`config.mk`:
```
export PLATFORM = sky130hd
export DESIGN_NAME = cpa_mode
export DESIGN_NICKNAME = d
export VERILOG_FILES = /design/src/rtl/core/cpa_pkg.sv /design/src/rtl/core/cpa_mode.sv
export SDC_FILE = /design/constraint.sdc
export NUM_CORES = 1
export LEC_CHECK = 0
export ABC_AREA = 1
export BUFFER_PORTS_ARGS = -buffer_cell sky130_fd_sc_hd__buf_4
export CAP_MARGIN = 20
export CORE_UTILIZATION = 30
export DETAILED_ROUTE_END_ITERATION = 7
export GPL_TIMING_DRIVEN = 0
export HOLD_SLACK_MARGIN = 0.06
export PLACE_DENSITY = 0.53
export SYNTH_ARGS = -nofsm -noshare
export SYNTH_HDL_FRONTEND = slang
export SYNTH_SLANG_ARGS = --single-unit
```
`constraint.sdc`:
```
create_clock -name i_clk -period 4.6 [get_ports i_clk]
set_input_delay 0.69 -clock i_clk [delete_from_list [all_inputs] [get_ports i_clk]]
set_output_delay 0.69 -clock i_clk [all_outputs]
set_load 0.01 [all_outputs]
```
`src/rtl/core/cpa_pkg.sv`:
```
// Shared types and codes for the capture pixel adjust pipeline.
`default_nettype none

package cpa_pkg;

    localparam int unsigned CH_W  = 8;
    localparam int unsigned NCH   = 3;
    localparam int unsigned PCT_W = 7;

    localparam logic [1:0] CFG_BG_ENABLE  = 2'd0;
    localparam logic [1:0] CFG_BG_PERCENT = 2'd1;
    localparam logic [1:0] CFG_COLOR_MODE = 2'd2;
    localparam logic [1:0] CFG_THRESHOLD  = 2'd3;

    localparam logic [1:0] MODE_COLOR = 2'd0;
    localparam logic [1:0] MODE_GRAY  = 2'd1;
    localparam logic [1:0] MODE_BW    = 2'd2;

    localparam logic [CH_W-1:0] CH_MAX    = 8'hFF;
    localparam logic [CH_W-1:0] THR_RESET = 8'd128;

    typedef struct packed {
        logic             bg_en;
        logic [PCT_W-1:0] pct;
        logic [1:0]       mode;
        logic [CH_W-1:0]  thr;
    } t_cfg;

    typedef struct packed {
        logic valid;
        logic kind;
    } t_ctl;

    typedef struct packed {
        logic [CH_W-1:0]           tv;
        logic [CH_W-1:0]           ti;
        logic [NCH-1:0][CH_W-1:0]  bg;
        logic [NCH-1:0][CH_W-1:0]  pix;
    } t_item;

    typedef struct packed {
        logic valid;
        logic gray;
        logic bw;
    } t_sts;

endpackage

`default_nettype wire

```
`src/rtl/core/cpa_mode.sv`:
```
// Color mode stages: gray sum, then mode select and threshold into the output register.
`default_nettype none

module cpa_mode (
    input  wire logic                                     i_clk,
    input  wire logic                                     i_rst_n,
    input  wire logic                                     i_en,
    input  wire cpa_pkg::t_cfg                            i_cfg,
    input  wire logic                                     i_valid,
    input  wire logic [cpa_pkg::NCH-1:0][cpa_pkg::CH_W-1:0] i_data,
    output cpa_pkg::t_sts                                 o_sts,
    output logic [cpa_pkg::NCH-1:0][cpa_pkg::CH_W-1:0]    o_data
);

    localparam int unsigned GS_W = cpa_pkg::CH_W + 5;
    localparam logic [GS_W-1:0] K_R = GS_W'(11);
    localparam logic [GS_W-1:0] K_G = GS_W'(16);
    localparam logic [GS_W-1:0] K_B = GS_W'(5);

    logic                                       r_v5;
    logic [cpa_pkg::NCH-1:0][cpa_pkg::CH_W-1:0] r_rgb5, r_out;
    logic [cpa_pkg::CH_W-1:0]                   r_gray5;
    cpa_pkg::t_sts                              r_sts;

    logic [GS_W-1:0]                            w_gsum;
    logic [cpa_pkg::CH_W-1:0]                   w_bw;
    logic [cpa_pkg::NCH-1:0][cpa_pkg::CH_W-1:0] w_out;
    logic                                       w_gray;
    logic                                       w_is_bw;

    assign w_gsum = GS_W'(i_data[0]) * K_R + GS_W'(i_data[1]) * K_G + GS_W'(i_data[2]) * K_B;
    assign w_bw   = (r_gray5 >= i_cfg.thr) ? cpa_pkg::CH_MAX : '0;

    always_comb begin
        w_gray  = 1'b1;
        w_is_bw = 1'b0;
        w_out   = {cpa_pkg::NCH{r_gray5}};
        case (i_cfg.mode)
            cpa_pkg::MODE_COLOR: begin
                w_gray = 1'b0;
                w_out  = r_rgb5;
            end
            cpa_pkg::MODE_BW: begin
                if (i_cfg.thr != '0) begin
                    w_is_bw = 1'b1;
                    w_out   = {cpa_pkg::NCH{w_bw}};
                end
            end
            default: begin
                w_out = {cpa_pkg::NCH{r_gray5}};
            end
        endcase
    end

    always_ff @(posedge i_clk) begin
        if (!i_rst_n) begin
            r_v5  <= 1'b0;
            r_sts <= '0;
        end else if (i_en) begin
            r_v5        <= i_valid;
            r_sts.valid <= r_v5;
            r_sts.gray  <= w_gray;
            r_sts.bw    <= w_is_bw;
        end
    end

    always_ff @(posedge i_clk) begin
        if (i_en) begin
            r_rgb5  <= i_data;
            r_gray5 <= w_gsum[GS_W-1:5];
            r_out   <= w_out;
        end
    end

    assign o_sts  = r_sts;
    assign o_data = r_out;

endmodule

`default_nettype wire

```
==> results.md, run 1 <==
- Status: finished clean
- Post-Route WL: 7.97 mm
- DR pass1 iterations: 4
- Post-CTS Hold Fix Bufs: 0
- Post-DRT Antenna Nets: 0
- CTS root buffer: clkbuf_16
- Most frequent CP cell: nand2_1
- Setup slack after layout: 0.810 ns
- VDD IR max: 0.193 mV
- DR vias/cell: 4.34
- Remaining Overflow, GRT: 0
- Crit Path Max Fanout: 4
- DR vias: 2656
- Num rows: 41
- Htree depth: 3
- Vias in the first global route: 2709
- Tot Pwr: 2500 uW
- Syn-to-layout area delta: 25.8%
- Worst slack, placed: 0.444 ns
- CP max stage delay: 0.55 ns
- Critical Path AT: 3.86 ns
- Most used DFF post-synth: edfxtp_1
- RSZ-0062 raised after global routing: no
- Routed wire length per instance: 13.0 um
- Slew @ Worst Pin: 0.752 ns
- Boundary Pins: 73
- Setup crit end: r_gray5[5]$_DFFE_PP_
- Setup Fix Bufs, Post-CTS: 0
- Finished Core Util: 0.386
- Power Density: 515 nW/um^2
- Mapped Nets: 471
- Core Area: 12600 um^2
- Post-synth ARST share: 0
- Initial core utilization: 0.307
- Max-slew violation count: 0
- Setup tns final: 0 ns
- Layout cell share with drive strength beyond 1: 0.223
- Synth unique cells: 29
- Worst endpoint required time: 4.67 ns
- Slowest cell on the critical path: fa_1
- Fin crit period: 3.79 ns
- R2R depth: 6
- Hold slack: 0.484 ns
- CP Launch Type: input pin
- Critical path class: in -> reg
- IO Port Bufs: 63
- Critical register-to-register path startpoint: r_gray5[7]$_DFFE_PP_
- Max-cap violations: 0
- Initial antenna violation count: 0
- Ant. Diodes: 0
- CTS Sinks: 60
- Skew final: 0.00372 ns
- DIE HEIGHT: 115 um
- Cells after synthesis: 361
- Maximum clock rate: 264 MHz
- HP Class: reg -> reg
- DR iter-0 viols: 107
- Worst-path clk slew: 0.05 ns
- Reg2Reg Capture Point: o_data[3]$_DFFE_PP_
- First-pass GRT wire length: 13.2 mm
- Area of the mapped netlist: 3860 um^2
- Gpl congestion: 0.842
- Residual DRC count: 0
- Final hold vios: 0
- Reg-to-reg setup timing slack: 2.81 ns
- Ys Warns: 0
- Mapped Avg Cell Area: 10.7 um^2
- Setup violators final: 0
- CTS tree: built
- Total track usage: 0.133
- Chip width: 115 um
- Normalized max-slew margin: 0.499
- HPWL after DPL: 6.46 mm
- LEAKAGE: 0.00230 uW
- Final worst-path cycle share: 0.824
- CP Cell Sequence: buf_4 > ha_1 > fa_1 > fa_1 > inv_1 > fa_1 > inv_1 > ha_1 > nand2_1 > inv_1 > a21boi_1 > nand2_1 > nand2_1 > nand2_1 > nand2_1 > nand2_1
- Crit path capture type: flop
- Number of enable flip-flop cells after synthesis: 56
- CTS resizes: 0
- Clk_lat worst skew: 0.32 ns
- CP startpoint: i_data[21]
- Synthesized flop and latch total: 60
- Total CTS buffers: 9
- Die area: 13300 um^2
- Nets: 545
- Deepest clock path buffer count: 2
- Sequential area share after synthesis: 0.457
- Largest net degree at the start of global routing: 64
==> critical path: cells and delay by family <==
family / cells / cell delay [ns]
adders and majority gates: 5 / 2.25
AOI/OAI and AO/OA: 1 / 0.13
and+or+nand+nor: 6 / 0.52
buffers and inverters: 4 / 0.27
==> metal layers <==
layer	global-route usage	up-vias	wire [um]
met3	0.0258	14	269
met1	0.156	1252	3490
met5	0	-	0
met4	0.0623	0	188
met2	0.233	51	4020
li1	-	1339	-
==> metrics by stage <==
stage	cells	cell area (um^2)
finish	612	4850
global route	612	4850
CTS	612	4850
detailed placement	596	4540
global placement	596	4540
floorplan	361	3860
==> final cells by class <==
class                           instances  area [um^2]
Buffer                                  3         15.0
Fill cell                            1214         7720
Timing Repair Buffer                   63          473
Clock buffer                            9          225
Sequential cell                        60         1760
Clock inverter                          7         81.3
Tap cell                              172          215
Multi-Input combinational cell        234         1840
Inverter                               64          240
==> power by group <==
group / internal [uW] / switching [uW] / total [uW]
clock: 465 / 214 / 679
sequential: 762 / 48.2 / 810
combinational: 417 / 590 / 1010
total: 1640 / 853 / 2500
==> kinds of logic after synthesis <==
group | after synthesis | share of synthesized area
and+or+nand+nor | 142 | 0.176
xor gates and xnor gates | 4 | 0.00909
DFF | 60 | 0.457
buffers and inverters | 67 | 0.0662
AOI/OAI and AO/OA | 24 | 0.0357
adders and majority gates | 64 | 0.256
==> cell usage in the layout (no fill, tap or decap), types with 9 or more instances in the layout <==
master | synthesis | layout
nand2_1 | 78 | 78
buf_4 | 0 | 63
inv_1 | 61 | 61
edfxtp_1 | 56 | 56
ha_1 | 39 | 39
nand3_1 | 31 | 31
fa_1 | 25 | 25
nor2_1 | 14 | 14
a21oi_1 | 10 | 10
clkbuf_16 | 0 | 9
==> how the worst min path moves through the flow <==
stage          cells past startpoint                    end  slack [ns]         startpoint
2_1_floorplan                      2  o_sts[2]$_SDFFE_PN0P_        0.45  r_v5$_SDFFE_PN0P_
3_3_place_gp                       2  o_sts[2]$_SDFFE_PN0P_        0.46  r_v5$_SDFFE_PN0P_
3_5_place_dp                       2  o_sts[2]$_SDFFE_PN0P_        0.47  r_v5$_SDFFE_PN0P_
4_1_cts                            2  o_sts[2]$_SDFFE_PN0P_        0.49  r_v5$_SDFFE_PN0P_
5_1_grt                            2  o_sts[2]$_SDFFE_PN0P_        0.52  r_v5$_SDFFE_PN0P_
6_report                           2  o_sts[2]$_SDFFE_PN0P_        0.48  r_v5$_SDFFE_PN0P_
==> synth_stat cells (2+ instances only) <==
cell type,instances,area (um^2)
nand2_1,78,293
inv_1,61,229
edfxtp_1,56,1680
ha_1,39,488
nand3_1,31,155
fa_1,25,500
nor2_1,14,52.6
a21oi_1,10,50.1
nand3_2,8,80.1
dfxtp_1,4,80.1
o21ai_1,4,20.0
buf_2,3,15.0
inv_2,3,11.3
nor3_1,3,15.0
o21ai_0,3,15.0
xor2_1,3,26.3
a21o_1,2,15.0
nand2_2,2,12.5
nor2_4,2,22.5
==> flip-flops by register name, summed over array words and instances (netlist names) <==
| register | cells |
|---|---|
| r_rgb5 | 24 |
| r_v5 | 1 |
| o_data | 24 |
| o_sts | 3 |
| r_gray5 | 8 |
No activity file was read; power rests on OpenSTA's default activity.
==> run 2, diff against run 1 <==
- PLACE_DENSITY: 0.53 -> 0.55
- clock period: 4.6 -> 3.4 ns (I/O delays scaled with it)
==> run 2 against run 1 <==
Net effect:
- highest routed layer unchanged
- via count rose by 2.2%
- die area unchanged
- flip-flop and latch count did not move
- sequential power is 36% higher
- setup slack got worse by 0.71 ns
- global-route usage increased by 0.13 points
- critical path type unchanged
- non-clock buffer count increased by 2
- register-to-register slack lost 1.2 ns
- power increased by 50%
- clock-buffer cell count stayed put
- utilization rose by 2.0 points
==> results.md, run 2 (synthesized netlist as in run 1, its figures left out) <==
- Normalized max-slew margin: 0.490
- Nets: 547
- Sw frac: 0.349
- CP max stage delay: 0.52 ns
- Tot Pwr: 3740 uW
- Die area: 13300 um^2
- CTS Sinks: 60
- Final worst-path cycle share: 0.972
- Boundary Pins: 73
- DR iter-0 viols: 66
- Initial core utilization: 0.307
- Routed wire length per instance: 13.3 um
- DR vias/cell: 4.43
- Placed Cells: 596
- Skew final: 0.00358 ns
- Clk_lat worst skew: 0.33 ns
- Most common cell after layout, fill and taps aside: nand2_1
- IO Port Bufs: 63
- CP Cell Sequence: buf_12 > ha_4 > inv_2 > fa_1 > inv_2 > fa_1 > inv_1 > fa_1 > inv_2 > ha_4 > a21oi_4 > nor3_2 > nor2_1 > nand3_1 > nand2_1 > nand2_1
- Max-slew violation count: 0
- Slew @ Worst Pin: 0.765 ns
- HP Class: in -> reg
- Chip width: 115 um
- Gpl congestion: 0.818
- Syn-to-layout area delta: 32.2%
- CP Launch Type: input pin
- Critical path class: in -> reg
- Combinational share of power: 0.460
- First-pass GRT wire length: 13.3 mm
- Slowest cell on the critical path: fa_1
- Status: finished clean
- Residual DRC count: 0
- Largest net degree at the start of global routing: 64
- CTS root buffer: clkbuf_16
- Sw Pwr: 1310 uW
- Crit path capture type: flop
- Critical Path AT: 3.39 ns
- VDD IR max: 0.209 mV
- Post-Route WL: 8.14 mm
- Max-cap violations: 0
- Htree depth: 3
- Worst-path clk slew: 0.05 ns
- Layout cell share with drive strength beyond 1: 0.295
- Crit Path Max Fanout: 4
- LEAKAGE: 0.00233 uW
- Core Area: 12600 um^2
- Maximum clock rate: 303 MHz
- DR vias: 2714
- Final hold vios: 0
- Num rows: 41
- Total track usage: 0.134
- Leading cell types in the layout, fill and taps excluded: 73 x nand2_1, 62 x buf_4, 57 x inv_1, 56 x edfxtp_1, 30 x nand3_1
- CTS tree: built
- Power Density: 733 nW/um^2
- Vias in the first global route: 2758
- Clock group share of total power: 0.247
- Post-DRT Antenna Nets: 0
- Worst endpoint required time: 3.48 ns
- Ant. Diodes: 0
- Finished Core Util: 0.406
- Initial antenna violation count: 0
- Setup violators final: 0
- Remaining Overflow, GRT: 0
- DR pass1 iterations: 4
- Setup tns final: 0 ns
- Fin crit period: 3.30 ns
- Total CTS buffers: 9
- DIE HEIGHT: 115 um
- Non-filler cells in the finished layout: 613
- Deepest clock path buffer count: 2
- Hold slack: 0.379 ns
- HPWL after DPL: 6.57 mm
- Seq pwr share: 0.293
- Int Pwr: 2430 uW
run 2: cell types whose count changed in the layout (fill, tap and decap cells not counted), moves of 4 or more:
| cell | previous run | this run |
|---|---|---|
| inv_1 | 61 | 57 |
| ha_1 | 39 | 28 |
| ha_4 | 0 | 11 |
| nand2_1 | 78 | 73 |
| inv_2 | 3 | 7 |
| nand2_2 | 2 | 6 |
| a21oi_1 | 10 | 6 |
run 2: final cells by class:
type | instances | area (um^2)
clock buffers | 9 | 225
well taps | 172 | 215
inverters | 64 | 240
flip-flops and latches | 60 | 1760
multi-input cells | 234 | 2050
repair buffers | 65 | 512
plain buffers | 3 | 15.0
clock inverters | 6 | 80.1
fillers | 1198 | 7470
run 2: critical path: cells and delay by family:
family,cells,cell delay [ns]
fa+ha+maj,5,2.02
simple gates,5,0.41
buf+inv,5,0.30
compound gates,1,0.16
run 2: power groups by stage:
stage               clock, uW  combinational [uW]  sequential [uW]
floorplan                   0                1090             1130
global placement            0                1510             1110
detailed placement          0                1530             1110
CTS                       944                1550             1100
global route              977                1940             1110
finish                    924                1720             1100
run 2: stage by stage:
stage               area, um^2  setup WS (ns)
floorplan                 3950       -0.00211
global placement          4640         -0.324
detailed placement        4640         -0.340
CTS                       4950         0.0187
global route              5100        -0.0244
finish                    5100         0.0957
run 2: worst paths after layout:
check	start	to	slack, ns	depth (start not counted)
worst max-delay path	i_data[5]	r_gray5[6]$_DFFE_PP_	0.1	16
worst min-delay path	i_data[15]	r_rgb5[15]$_DFFE_PP_	0.38	1
worst max register to register	r_gray5[7]$_DFFE_PP_	o_data[3]$_DFFE_PP_	1.62	6
worst min register to register	r_v5$_SDFFE_PN0P_	o_sts[2]$_SDFFE_PN0P_	0.49	2
run 2: layer usage:
metal | wire length (um) | GRT usage
met1 | 3420 | 0.152
met2 | 4310 | 0.246
met5 | 0 | 0
met4 | 129 | 0.0494
met3 | 291 | 0.0295
run 2: timing repair:
| item | CTS | global route |
|---|---|---|
| buffers inserted | 0 | 2 |
| setup endpoints to repair | 1 | 4 |
| resized for setup | 1 | 25 |
| pin swaps | 0 | 20 |
| hold buffers | 0 | 0 |
