==> config.mk <==
export PLATFORM = sky130hd
export DESIGN_NAME = cpa_reduce
export DESIGN_NICKNAME = d
export VERILOG_FILES = /design/src/rtl/core/cpa_pkg.sv /design/src/rtl/core/cpa_reduce.sv
export SDC_FILE = /design/constraint.sdc
export NUM_CORES = 1
export LEC_CHECK = 0
export ABC_AREA = 1
export BUFFER_PORTS_ARGS = -buffer_cell sky130_fd_sc_hd__buf_2
export CAP_MARGIN = 30
export CORE_ASPECT_RATIO = 1.75
export CORE_MARGIN = 5
export CORE_UTILIZATION = 50
export CTS_CLUSTER_DIAMETER = 30
export DETAILED_ROUTE_END_ITERATION = 8
export GPL_ROUTABILITY_DRIVEN = 1
export PLACE_DENSITY = 0.68
export RECOVER_POWER = 50
export SETUP_SLACK_MARGIN = 0.4
export SLEW_MARGIN = 20
export SYNTH_ARGS = -nofsm -noshare
export SYNTH_HDL_FRONTEND = slang
export SYNTH_SLANG_ARGS = --single-unit
==> constraint.sdc <==
create_clock -name i_clk -period 8.7 [get_ports i_clk]
set_input_delay 0.435 -clock i_clk [delete_from_list [all_inputs] [get_ports i_clk]]
set_output_delay 0.435 -clock i_clk [all_outputs]
set_load 0.02 [all_outputs]
==> src/rtl/core/cpa_pkg.sv <==
// Shared types and codes for the capture pixel adjust pipeline.
`default_nettype none

package cpa_pkg;

    localparam int unsigned CH_W  = 8;
    localparam int unsigned NCH   = 3;
    localparam int unsigned PCT_W = 7;

    localparam logic [1:0] CFG_BG_ENABLE  = 2'd0;
    localparam logic [1:0] CFG_BG_PERCENT = 2'd1;
    localparam logic [1:0] CFG_COLOR_MODE = 2'd2;
    localparam logic [1:0] CFG_THRESHOLD  = 2'd3;

    localparam logic [1:0] MODE_COLOR = 2'd0;
    localparam logic [1:0] MODE_GRAY  = 2'd1;
    localparam logic [1:0] MODE_BW    = 2'd2;

    localparam logic [CH_W-1:0] CH_MAX    = 8'hFF;
    localparam logic [CH_W-1:0] THR_RESET = 8'd128;

    typedef struct packed {
        logic             bg_en;
        logic [PCT_W-1:0] pct;
        logic [1:0]       mode;
        logic [CH_W-1:0]  thr;
    } t_cfg;

    typedef struct packed {
        logic valid;
        logic kind;
    } t_ctl;

    typedef struct packed {
        logic [CH_W-1:0]           tv;
        logic [CH_W-1:0]           ti;
        logic [NCH-1:0][CH_W-1:0]  bg;
        logic [NCH-1:0][CH_W-1:0]  pix;
    } t_item;

    typedef struct packed {
        logic valid;
        logic gray;
        logic bw;
    } t_sts;

endpackage

`default_nettype wire

==> src/rtl/core/cpa_reduce.sv <==
// Background reduction stages: multiply, divide by 100, add and saturate, or pass the pixel through when off.
`default_nettype none

module cpa_reduce (
    input  wire logic                                     i_clk,
    input  wire logic                                     i_rst_n,
    input  wire logic                                     i_en,
    input  wire cpa_pkg::t_cfg                            i_cfg,
    input  wire cpa_pkg::t_ctl                            i_ctl,
    input  wire cpa_pkg::t_item                           i_item,
    output cpa_pkg::t_ctl                                 o_ctl,
    output logic [cpa_pkg::NCH-1:0][cpa_pkg::CH_W-1:0]    o_addr,
    output logic [cpa_pkg::CH_W-1:0]                      o_ti,
    output logic [cpa_pkg::CH_W-1:0]                      o_tv
);

    localparam int unsigned PROD_W = cpa_pkg::CH_W + cpa_pkg::PCT_W;
    localparam int unsigned MUL_W  = 2 * PROD_W;
    localparam int unsigned SHIFT  = 21;
    localparam int unsigned Q_W    = MUL_W - SHIFT;
    localparam int unsigned SUM_W  = cpa_pkg::CH_W + 2;
    localparam logic [PROD_W-1:0] RECIP = PROD_W'((2 ** SHIFT + 99) / 100);

    cpa_pkg::t_ctl r_ctl1, r_ctl2, r_ctl3;

    logic [cpa_pkg::NCH-1:0][cpa_pkg::CH_W-1:0] r_pix1, r_pix2, r_adr3;
    logic [cpa_pkg::NCH-1:0][PROD_W-1:0]        r_prod1;
    logic [cpa_pkg::NCH-1:0][Q_W-1:0]           r_q2;
    logic [cpa_pkg::CH_W-1:0]                   r_ti1, r_ti2, r_ti3;
    logic [cpa_pkg::CH_W-1:0]                   r_tv1, r_tv2, r_tv3;

    logic [cpa_pkg::NCH-1:0][MUL_W-1:0]         w_mul;
    logic [cpa_pkg::NCH-1:0][SUM_W-1:0]         w_sum;
    logic [cpa_pkg::NCH-1:0][cpa_pkg::CH_W-1:0] w_adr;
    logic                                       w_red_on;

    assign w_red_on = i_cfg.bg_en && (i_cfg.pct != '0);

    always_comb begin
        for (int c = 0; c < cpa_pkg::NCH; c++) begin
            w_mul[c] = MUL_W'(r_prod1[c]) * MUL_W'(RECIP);
            w_sum[c] = SUM_W'(r_pix2[c]) + SUM_W'(r_q2[c]);
            if (!w_red_on) begin
                w_adr[c] = r_pix2[c];
            end else if (w_sum[c] > SUM_W'(cpa_pkg::CH_MAX)) begin
                w_adr[c] = cpa_pkg::CH_MAX;
            end else begin
                w_adr[c] = w_sum[c][cpa_pkg::CH_W-1:0];
            end
        end
    end

    always_ff @(posedge i_clk) begin
        if (!i_rst_n) begin
            r_ctl1 <= '0;
            r_ctl2 <= '0;
            r_ctl3 <= '0;
        end else if (i_en) begin
            r_ctl1 <= i_ctl;
            r_ctl2 <= r_ctl1;
            r_ctl3 <= r_ctl2;
        end
    end

    always_ff @(posedge i_clk) begin
        if (i_en) begin
            for (int c = 0; c < cpa_pkg::NCH; c++) begin
                r_pix1[c]  <= i_item.pix[c];
                r_prod1[c] <= PROD_W'(cpa_pkg::CH_MAX - i_item.bg[c]) * PROD_W'(i_cfg.pct);
                r_pix2[c]  <= r_pix1[c];
                r_q2[c]    <= w_mul[c][MUL_W-1:SHIFT];
                r_adr3[c]  <= w_adr[c];
            end
            r_ti1 <= i_item.ti;
            r_tv1 <= i_item.tv;
            r_ti2 <= r_ti1;
            r_tv2 <= r_tv1;
            r_ti3 <= r_ti2;
            r_tv3 <= r_tv2;
        end
    end

    assign o_ctl  = r_ctl3;
    assign o_addr = r_adr3;
    assign o_ti   = r_ti3;
    assign o_tv   = r_tv3;

endmodule

`default_nettype wire

==> run summary, run 1 <==
The number of cells on the worst hold path works out to 1. Row count: 108. Dividing the final minimum period by the clock period gives 64.7%.

After the first detailed-routing iteration, the DRC count stood at 800. Maximum fanout along the worst path: 68. The average instance in the mapped netlist occupies 9.16 um^2. The tools report the total standard cell area after synthesis as 25,100 um^2.

In this run the tool buffered the top-level ports with 118 buffer cells. CTS built an H-tree with a depth of 4. The number of antenna diodes is 0, and the number of max-cap violations is 2. The worst pin sits at a relative slew slack of -119%. Counting the buffers created by CTS gives 17. In this run, placement finished with an instance count of 3,508. Entering global routing, the biggest net connects 86 pins.

Die outline area: 55,000 um^2. The timing-limited maximum frequency was 178 MHz. Setup repair after global routing left no endpoint under its margin. The clock passes through at most 2 buffers.

The routed wire length was 54.5 mm. Global routing consumed, over all layers together, 20.4% of the routing resources. Dividing the detail-routed via count by the number of cells gives 5.10. The number of enable flip-flop cells after synthesis was 192. Capture endpoint of the worst hold path: r_pix1[1].

The checks that failed: max-capacitance violations, max-slew violations. Setup TNS after final layout: 0 ps. The startpoint type of the worst setup path is an input port. The number of gates resized after CTS was 0. For this run, the slowest stage of the critical path takes 2390 ps.

Data on the critical path is required at its endpoint by 9050 ps. The post-route minimum period came out at 5630 ps. In the post-synthesis netlist, the cell with the most instances is sky130_fd_sc_hd__inv_1. Slowest library cell on the worst path: sky130_fd_sc_hd__clkbuf_1. The arrival time of data at the critical path endpoint is 5980 ps, and the average routed wire per standard cell is 15.4 um. Yosys attributes the largest share of cell area to sky130_fd_sc_hd__fa_1 24%, sky130_fd_sc_hd__edfxtp_1 23%, sky130_fd_sc_hd__ha_1 22%. The run gives 0 as the initial antenna violation count.

The critical path goes through clkbuf_1 -> clkbuf_1 -> clkbuf_1 -> inv_1 -> nor2_1 -> nor2_1. The tools report the sort of element at the end of the critical path as a flip-flop. After clock tree synthesis, the clock-pin slew on the worst setup and hold paths is 80 ps. The height of the die came out at 307 um.

In this run the standard cell core region covers 49,700 um^2. TritonCTS built the clock tree. The hold path startpoint was i_item[1]. The critical setup path kind was in -> reg. Setup violations remaining at the end of the flow were counted as 0. In the routed design, unresolved DRC markers number 0.

For this run, asynchronously set or reset flops after synthesis account for 0%. The number of instances in the synthesized netlist was 2,744; the flop-to-flop setup slack was 4050 ps. The area share of the leading cell type in the synthesized netlist came out at 23.9%. The tools report the number of placed I/O pins as 129.

CTS saw 198 sinks. The die is 179 um wide. The tools report the clock root buffer as sky130_fd_sc_hd__clkbuf_16. For this run, the number of Yosys warnings is 0.

The net count of the finished layout is 3,690. Detailed routing inserted a total of 18,072 vias. The run gives 3,541 as the final standard cell count with taps included and fillers excluded.

The count of cells along the worst register-to-register path is 17. The synthesized netlist contains 41 unique library cells. The clock arrives with 14.1 ps of skew.

The pre-CTS setup slack is 3890 ps. The count of endpoints failing hold in the final timing report was 0; the number of global-route vias before repair was 19,643. Max-slew violation total from the final report: 112. By count the netlist is led by 631 x sky130_fd_sc_hd__inv_1, 435 x sky130_fd_sc_hd__ha_1, 418 x sky130_fd_sc_hd__nand2_1. The path class of the lowest-slack min-delay path was in -> reg.

The number of storage elements in the synthesis netlist works out to 198. Post-synthesis cell type with the largest combined area: sky130_fd_sc_hd__fa_1. The cell type with the highest occurrence count on the critical path is sky130_fd_sc_hd__clkbuf_1. The run gives 0 as the post-detailed-route count of antenna-violating nets.

At the end of routability-driven placement, the weighted congestion stood at 0.930. The effective utilization at floorplan is 50.5%. Post-detailed-placement half-perimeter wirelength: 46.6 mm.

The area growth from synthesis to layout is 7.78%. Worst reg2reg path endpoint: r_q2[16]. The run finished, with violations left. Once routing completed, OpenROAD measured the worst setup slack at 3070 ps. At the pin with the least slew margin, the transition time is 3290 ps. The first detailed-routing pass took 4 iterations. In the synthesized netlist the dominant register cell turns out to be sky130_fd_sc_hd__edfxtp_1.

The total overflow left after global routing is 0. Cells with a size suffix above 1 make up 6.49% of the layout. The first global-routing pass estimated 92.7 mm of wire. Counting every net in the synthesized netlist gives 3,566. Clock latency on the worst-skew pair, taken at its later pin, is 470 ps. The logs give 23.4% for the sequential share of the synthesized area and 0 for the number of hold buffers added after cts. The number of setup buffers added after CTS is 0. The tools report the reg-to-reg startpoint as r_prod1[28].
flip-flops by register name (all words and copies together), names as in the netlist:
name     count
r_ctl1       2
r_ctl2       2
r_tv1        8
r_ti1        8
r_tv2        8
o_tv         8
r_pix1      24
r_q2        27
r_prod1     45
o_addr      24
r_pix2      24
r_ti2        8
o_ti         8
o_ctl        2
through the flow:
step,instance area [um^2],hold WS [ps],util [%]
floorplan,25100,400,-
global placement,26400,402,53.2
detailed placement,26400,405,53.2
CTS,27100,109,54.5
global route,27100,110,54.5
finish,27100,141,54.5
routing by layer:
layer | part of all wire, % | GRT usage [%]
met1 | 38 | 22.1
met2 | 56 | 40.1
met3 | 2.7 | 2.13
met4 | 3.9 | 8.37
met5 | 0 | 0
how the worst max path moves through the flow:
stage | startpoint | end | slack, ps | depth (start not counted)
floorplan | i_cfg[13] | r_prod1[27] | 4360 | 16
global placement | i_cfg[16] | r_prod1[14] | 3970 | 15
detailed placement | i_cfg[16] | r_prod1[14] | 3890 | 15
CTS | r_prod1[42] | r_q2[26] | 4030 | 17
global route | i_en | o_ctl[1] | 2410 | 6
finish | i_en | o_ctl[0] | 3070 | 6
worst max-delay path: cells and delay by family:
family	cells	cell delay, ps
buf+inv	4	5160
simple gates	2	310
placed cells by master, fill, tap and decap left out, types with 28 or more instances in the layout:
cell,n
sky130_fd_sc_hd__a21oi_1,108
sky130_fd_sc_hd__edfxtp_1,192
sky130_fd_sc_hd__buf_2,114
sky130_fd_sc_hd__inv_1,631
sky130_fd_sc_hd__ha_1,435
sky130_fd_sc_hd__nand2_1,418
sky130_fd_sc_hd__nand4_1,37
sky130_fd_sc_hd__fa_1,300
sky130_fd_sc_hd__nand3_1,94
sky130_fd_sc_hd__xor2_1,28
sky130_fd_sc_hd__nor2_1,311
sky130_fd_sc_hd__o21ai_0,48
cell families after synthesis:
| group | after synthesis | synth area share [%] |
|---|---|---|
| buffers and inverters | 654 | 10.1 |
| AO/OA/AOI/OAI | 195 | 4.27 |
| XOR/XNOR | 46 | 1.60 |
| adder cells (fa/ha/maj) | 735 | 45.6 |
| flip-flops | 198 | 23.4 |
| AND/OR/NAND/NOR | 916 | 15.1 |
final cells by class:
cell class | count | area (um^2)
multi-input combinational | 1892 | 16700
clock buffer | 17 | 425
timing repair buffer | 121 | 601
fill | 4512 | 22600
sequential | 198 | 5890
tap | 660 | 826
inverter | 638 | 2400
clock inverter | 15 | 233
Power of run 1 is left out: the tool's default activity adds up to more than one toggle a clock period on the data nets, which glitch-free logic cannot reach.
==> run 2: changes to the inputs <==
--- a/config.mk
+++ b/config.mk
@@ -5,7 +5,7 @@
 export SDC_FILE = /design/constraint.sdc
 export NUM_CORES = 1
 export LEC_CHECK = 0
-export ABC_AREA = 1
+export ABC_AREA = 0
 export BUFFER_PORTS_ARGS = -buffer_cell sky130_fd_sc_hd__buf_2
 export CAP_MARGIN = 30
 export CORE_ASPECT_RATIO = 1.75
@@ -14,7 +14,7 @@
 export CTS_CLUSTER_DIAMETER = 30
 export DETAILED_ROUTE_END_ITERATION = 8
 export GPL_ROUTABILITY_DRIVEN = 1
-export PLACE_DENSITY = 0.68
+export PLACE_DENSITY = 0.71
 export RECOVER_POWER = 50
 export SETUP_SLACK_MARGIN = 0.4
 export SLEW_MARGIN = 20
==> constraint.sdc (replaced) <==
create_clock -name i_clk -period 4.9 [get_ports i_clk]
set_input_delay 0.245 -clock i_clk [delete_from_list [all_inputs] [get_ports i_clk]]
set_output_delay 0.245 -clock i_clk [all_outputs]
set_load 0.02 [all_outputs]
==> run summary, run 2 <==
The cell count after placement is 2,817 (-20%), and the number of antenna diodes is 0 (unchanged). The die outline area is 50,700 um^2 (-7.8%), and the portion of netlist area occupied by mux cells is 0.260% (+0.26 points). The critical setup path kind was reg -> reg. The first-pass iteration count of the detailed router was 4 (unchanged); the remaining design rule violation count was 0 (unchanged). The area share of the leading cell type in the synthesized netlist was 26.0% (+2.1 points). The worst setup path is captured at a flip-flop. The commonest non-fill, non-tap cell in the layout is sky130_fd_sc_hd__inv_1. The run gives -334 ps (-4220 ps) as the pre-CTS setup slack. The most frequently used flop master after synthesis is sky130_fd_sc_hd__edfxtp_1. The simple logic cell fraction of the synthesized area is 8.01% (-7.1 points). The row count came out at 104 (-3.7%). The run gives 102 (+19%) as the pin count of the biggest net entering global routing. The sequential share of the synthesized area came out at 25.5% (+2.1 points). The number of H-tree levels was 4 (unchanged); the max-slew violation total from the final report was 98 (-13%). The slew at the pin closest to its max-slew limit was 2510 ps (-786 ps).

The remaining global-route overflow is 0 (unchanged). STA classifies the critical path startpoint as a flip-flop. The run gives -320 ps (-4370 ps) as the flop-to-flop setup slack. Post-placement cell area: 25,200 um^2 (-4.5%). The final standard cell count with taps included and fillers excluded is 2,944 (-17%).

The most common cell in the synthesized netlist is sky130_fd_sc_hd__inv_1. The maximum fanout along the worst path came out at 4 (-94%). The tools report the post-detailed-route count of antenna-violating nets as 0 (unchanged). The tools report the clock buffer count from CTS as 17 (unchanged). The tools report the reg-to-reg startpoint as r_prod1[11]. The global-route usage over all layers was 19.2% (-1.2 points); the number of placed I/O pins was 129 (unchanged). The number of warnings printed during yosys synthesis was 0 (unchanged); the post-detailed-placement half-perimeter wirelength was 37.9 mm (-19%). The routed wire length was 46.5 mm (-15%); the deepest clock path buffer count was 2 (unchanged).

The number of flip-flops in the largest register came out at 45 (unchanged). The remaining max-slew budget at the tightest pin is -67.0% (+52 points). The count of buffers from port buffering came out at 118 (unchanged). In the synthesized netlist, the cells that appear most often are 487 x sky130_fd_sc_hd__inv_1, 435 x sky130_fd_sc_hd__ha_1, 300 x sky130_fd_sc_hd__fa_1. The net count after synthesis was 2,853 (-20%). For the violation count after the first detailed-route iteration, the log shows 477 (-40%). Setup repair after global routing could not meet its margin everywhere. The synthesized-area fraction occupied by adder cells came out at 49.6% (+4.0 points). The portion of the clock cycle consumed by the worst path in the final layout was 106%. The initial antenna violation count is 0 (unchanged), and the arrival time of data at the critical path endpoint is 5440 ps (-540 ps). The number of instances in the synthesized netlist was 2,031 (-26%); the required time of the worst setup path was 5120 ps (-3930 ps).

Compared with the post-synthesis result, the final layout area differs by 18.3%. TritonCTS built the clock tree. The final standard cell area without fillers is 27,300 um^2 (+0.85%), and the count of cells along the worst register-to-register path is 21 (+4).

The placeable core area was 45,800 um^2 (-7.9%). Of all cell types, the one taking the most synthesized area is sky130_fd_sc_hd__fa_1. The final weighted congestion in routability-driven placement is 0.879 (-5.5%). The logs give 23,100 um^2 (-8.2%) for the total standard cell area after synthesis and 3,170 (-14%) for the number of nets in the final layout. The setup violation total in the final timing report was 19 (+19); the count of endpoints failing hold in the final timing report was 0 (unchanged). The number of storage elements in the synthesis netlist came out at 198 (unchanged).

Average cell area after synthesis: 11.4 um^2 (+24%). The first-pass GRT wire length was 79.2 mm (-15%); the number of global-route vias before repair was 17,007 (-13%). The run gives 61 (+49%) as the unique cell type count in the Yosys netlist. The layout cell share with drive strength beyond 1 was 17.3% (+11 points); the number of sinks on the clock net was 198 (unchanged). By area the synthesized netlist is led by sky130_fd_sc_hd__fa_1 26%, sky130_fd_sc_hd__edfxtp_1 25%, sky130_fd_sc_hd__ha_1 24%. For the effective utilization at floorplan, the log shows 50.4% (-0.14 points).

The run gives 9.44 ps (-4.69 ps) as the clock tree skew after final layout. Post-detailed-route via-to-cell ratio: 5.07 (-0.68%). For the setup TNS after final layout, the log shows -2850 ps (-2850 ps). The number of enable flip-flop cells after synthesis works out to 192 (unchanged). Worst reg2reg path endpoint: r_q2[7]. The post-route minimum period was 5220 ps. The capture point of the worst path was r_q2[7]. The source-to-sink clock delay at the later pin of the worst-skew pair is 470 ps (about the same). The library cells used most frequently in the layout, excluding fill and tap cells, are 469 x sky130_fd_sc_hd__inv_1, 405 x sky130_fd_sc_hd__ha_1, 291 x sky130_fd_sc_hd__fa_1, 192 x sky130_fd_sc_hd__edfxtp_1, 148 x sky130_fd_sc_hd__nor2b_1. The run finished, with violations left.

The worst hold path belongs to the class in -> reg. After synthesis, the largest family of logic cells by area is adder cells. The checks that failed: max-capacitance violations, max-slew violations, negative setup slack. The clock-pin transition on the worst setup and hold timing paths works out to 80 ps (about the same).

Worst setup path startpoint: r_prod1[11]. For this run, the top clock speed supported by timing is 192 MHz. The compound-gate portion of the synthesized area came out at 5.91% (+1.6 points). Parity-gate share of the synthesized area counting xor and xnor cells: 2.51% (+0.90 points). Width of the die: 172 um (-3.9%). The tools report the number of vias in the routed layout as 14,923 (-17%). Register ranked first by flip-flop count: r_prod1. Average routed wire per standard cell: 15.8 um (+2.8%). The clock root buffer is sky130_fd_sc_hd__clkbuf_16. The share of flip-flops with an asynchronous set or reset is 0% (unchanged), and the height of the die is 294 um (-4.0%). The setup slack after layout is -318 ps (-3390 ps), and the number of max-cap violations is 1 (-1). The largest registers in the layout are r_prod1 (45), r_q2 (27).
## run 2: changes by cell type after synthesis, sizes merged, moves of 24 or more
cell and change:
nand4 -34, nand2 -401, xnor2 +35, a21oi -58, nor2b +147, nand2b +45, nor2 -283, inv -149
nand3 -81, o22a +24
## run 2: how the worst min path moves through the flow
stage,from,end,depth (start not counted)
floorplan,i_item[0],r_pix1[0],0
global placement,r_tv2[2],o_tv[2],0
detailed placement,r_pix1[2],r_pix2[2],0
CTS,i_ctl[1],r_ctl1[1],3
global route,i_rst_n,r_ctl2[1],2
finish,i_ctl[1],r_ctl1[1],3
## run 2: layout make-up
cell class / count / area [um^2]
clock buffers: 17 / 425
well taps: 583 / 729
multi-input cells: 1329 / 16000
fillers: 3729 / 18500
flip-flops and latches: 198 / 5890
repair buffers: 315 / 2300
inverters: 487 / 1830
clock inverters: 15 / 180
## run 2: logic make-up after synthesis
logic type,after synthesis
adders and majority gates,735
muxes,6
buffers and inverters,504
xor gates and xnor gates,66
and+or+nand+nor,325
AOI/OAI and AO/OA,197
DFF,198
## run 2: worst max-delay path, cell delays in order (launching register included)
cell                       delay (ps)
sky130_fd_sc_hd__edfxtp_1         490
sky130_fd_sc_hd__buf_6            170
sky130_fd_sc_hd__buf_4            120
sky130_fd_sc_hd__fa_1             450
sky130_fd_sc_hd__ha_1             290
sky130_fd_sc_hd__inv_1             50
sky130_fd_sc_hd__fa_1             540
sky130_fd_sc_hd__inv_1             50
sky130_fd_sc_hd__fa_1             480
sky130_fd_sc_hd__inv_1             50
sky130_fd_sc_hd__fa_1             470
sky130_fd_sc_hd__inv_1             60
sky130_fd_sc_hd__ha_4             270
sky130_fd_sc_hd__nand2_2           80
sky130_fd_sc_hd__or4_4            460
sky130_fd_sc_hd__nor3_4           160
sky130_fd_sc_hd__o21ai_2          100
sky130_fd_sc_hd__a21oi_2          190
sky130_fd_sc_hd__buf_4            150
sky130_fd_sc_hd__a211o_1          160
sky130_fd_sc_hd__a21oi_2           70
sky130_fd_sc_hd__xnor2_1          120
## run 2: per-layer routing
layer | up-vias | wire [um] | track usage, %
li1 | 7239 | - | -
met1 | 7376 | 18400 | 22.0
met2 | 217 | 25600 | 36.1
met3 | 91 | 1290 | 2.39
met4 | 0 | 1310 | 6.58
met5 | - | 0 | 0
## run 2: per-stage QoR
step,hold WS (ps),utilization [%]
2_1_floorplan,344,-
3_3_place_gp,403,55.1
3_5_place_dp,405,55.1
4_1_cts,13.4,58.8
5_1_grt,56.0,59.6
6_report,42.3,59.6
## run 2: timing repair
| item | 4_1_cts | 5_1_grt |
|---|---|---|
| pin swaps | 69 | 83 |
| buffers inserted | 41 | 14 |
| setup endpoints to repair | 26 | 28 |
| hold endpoints to repair | 40 | 0 |
| resized for setup | 83 | 56 |
| hold buffers | 40 | 0 |
Power of run 2 is left out for the same reason.
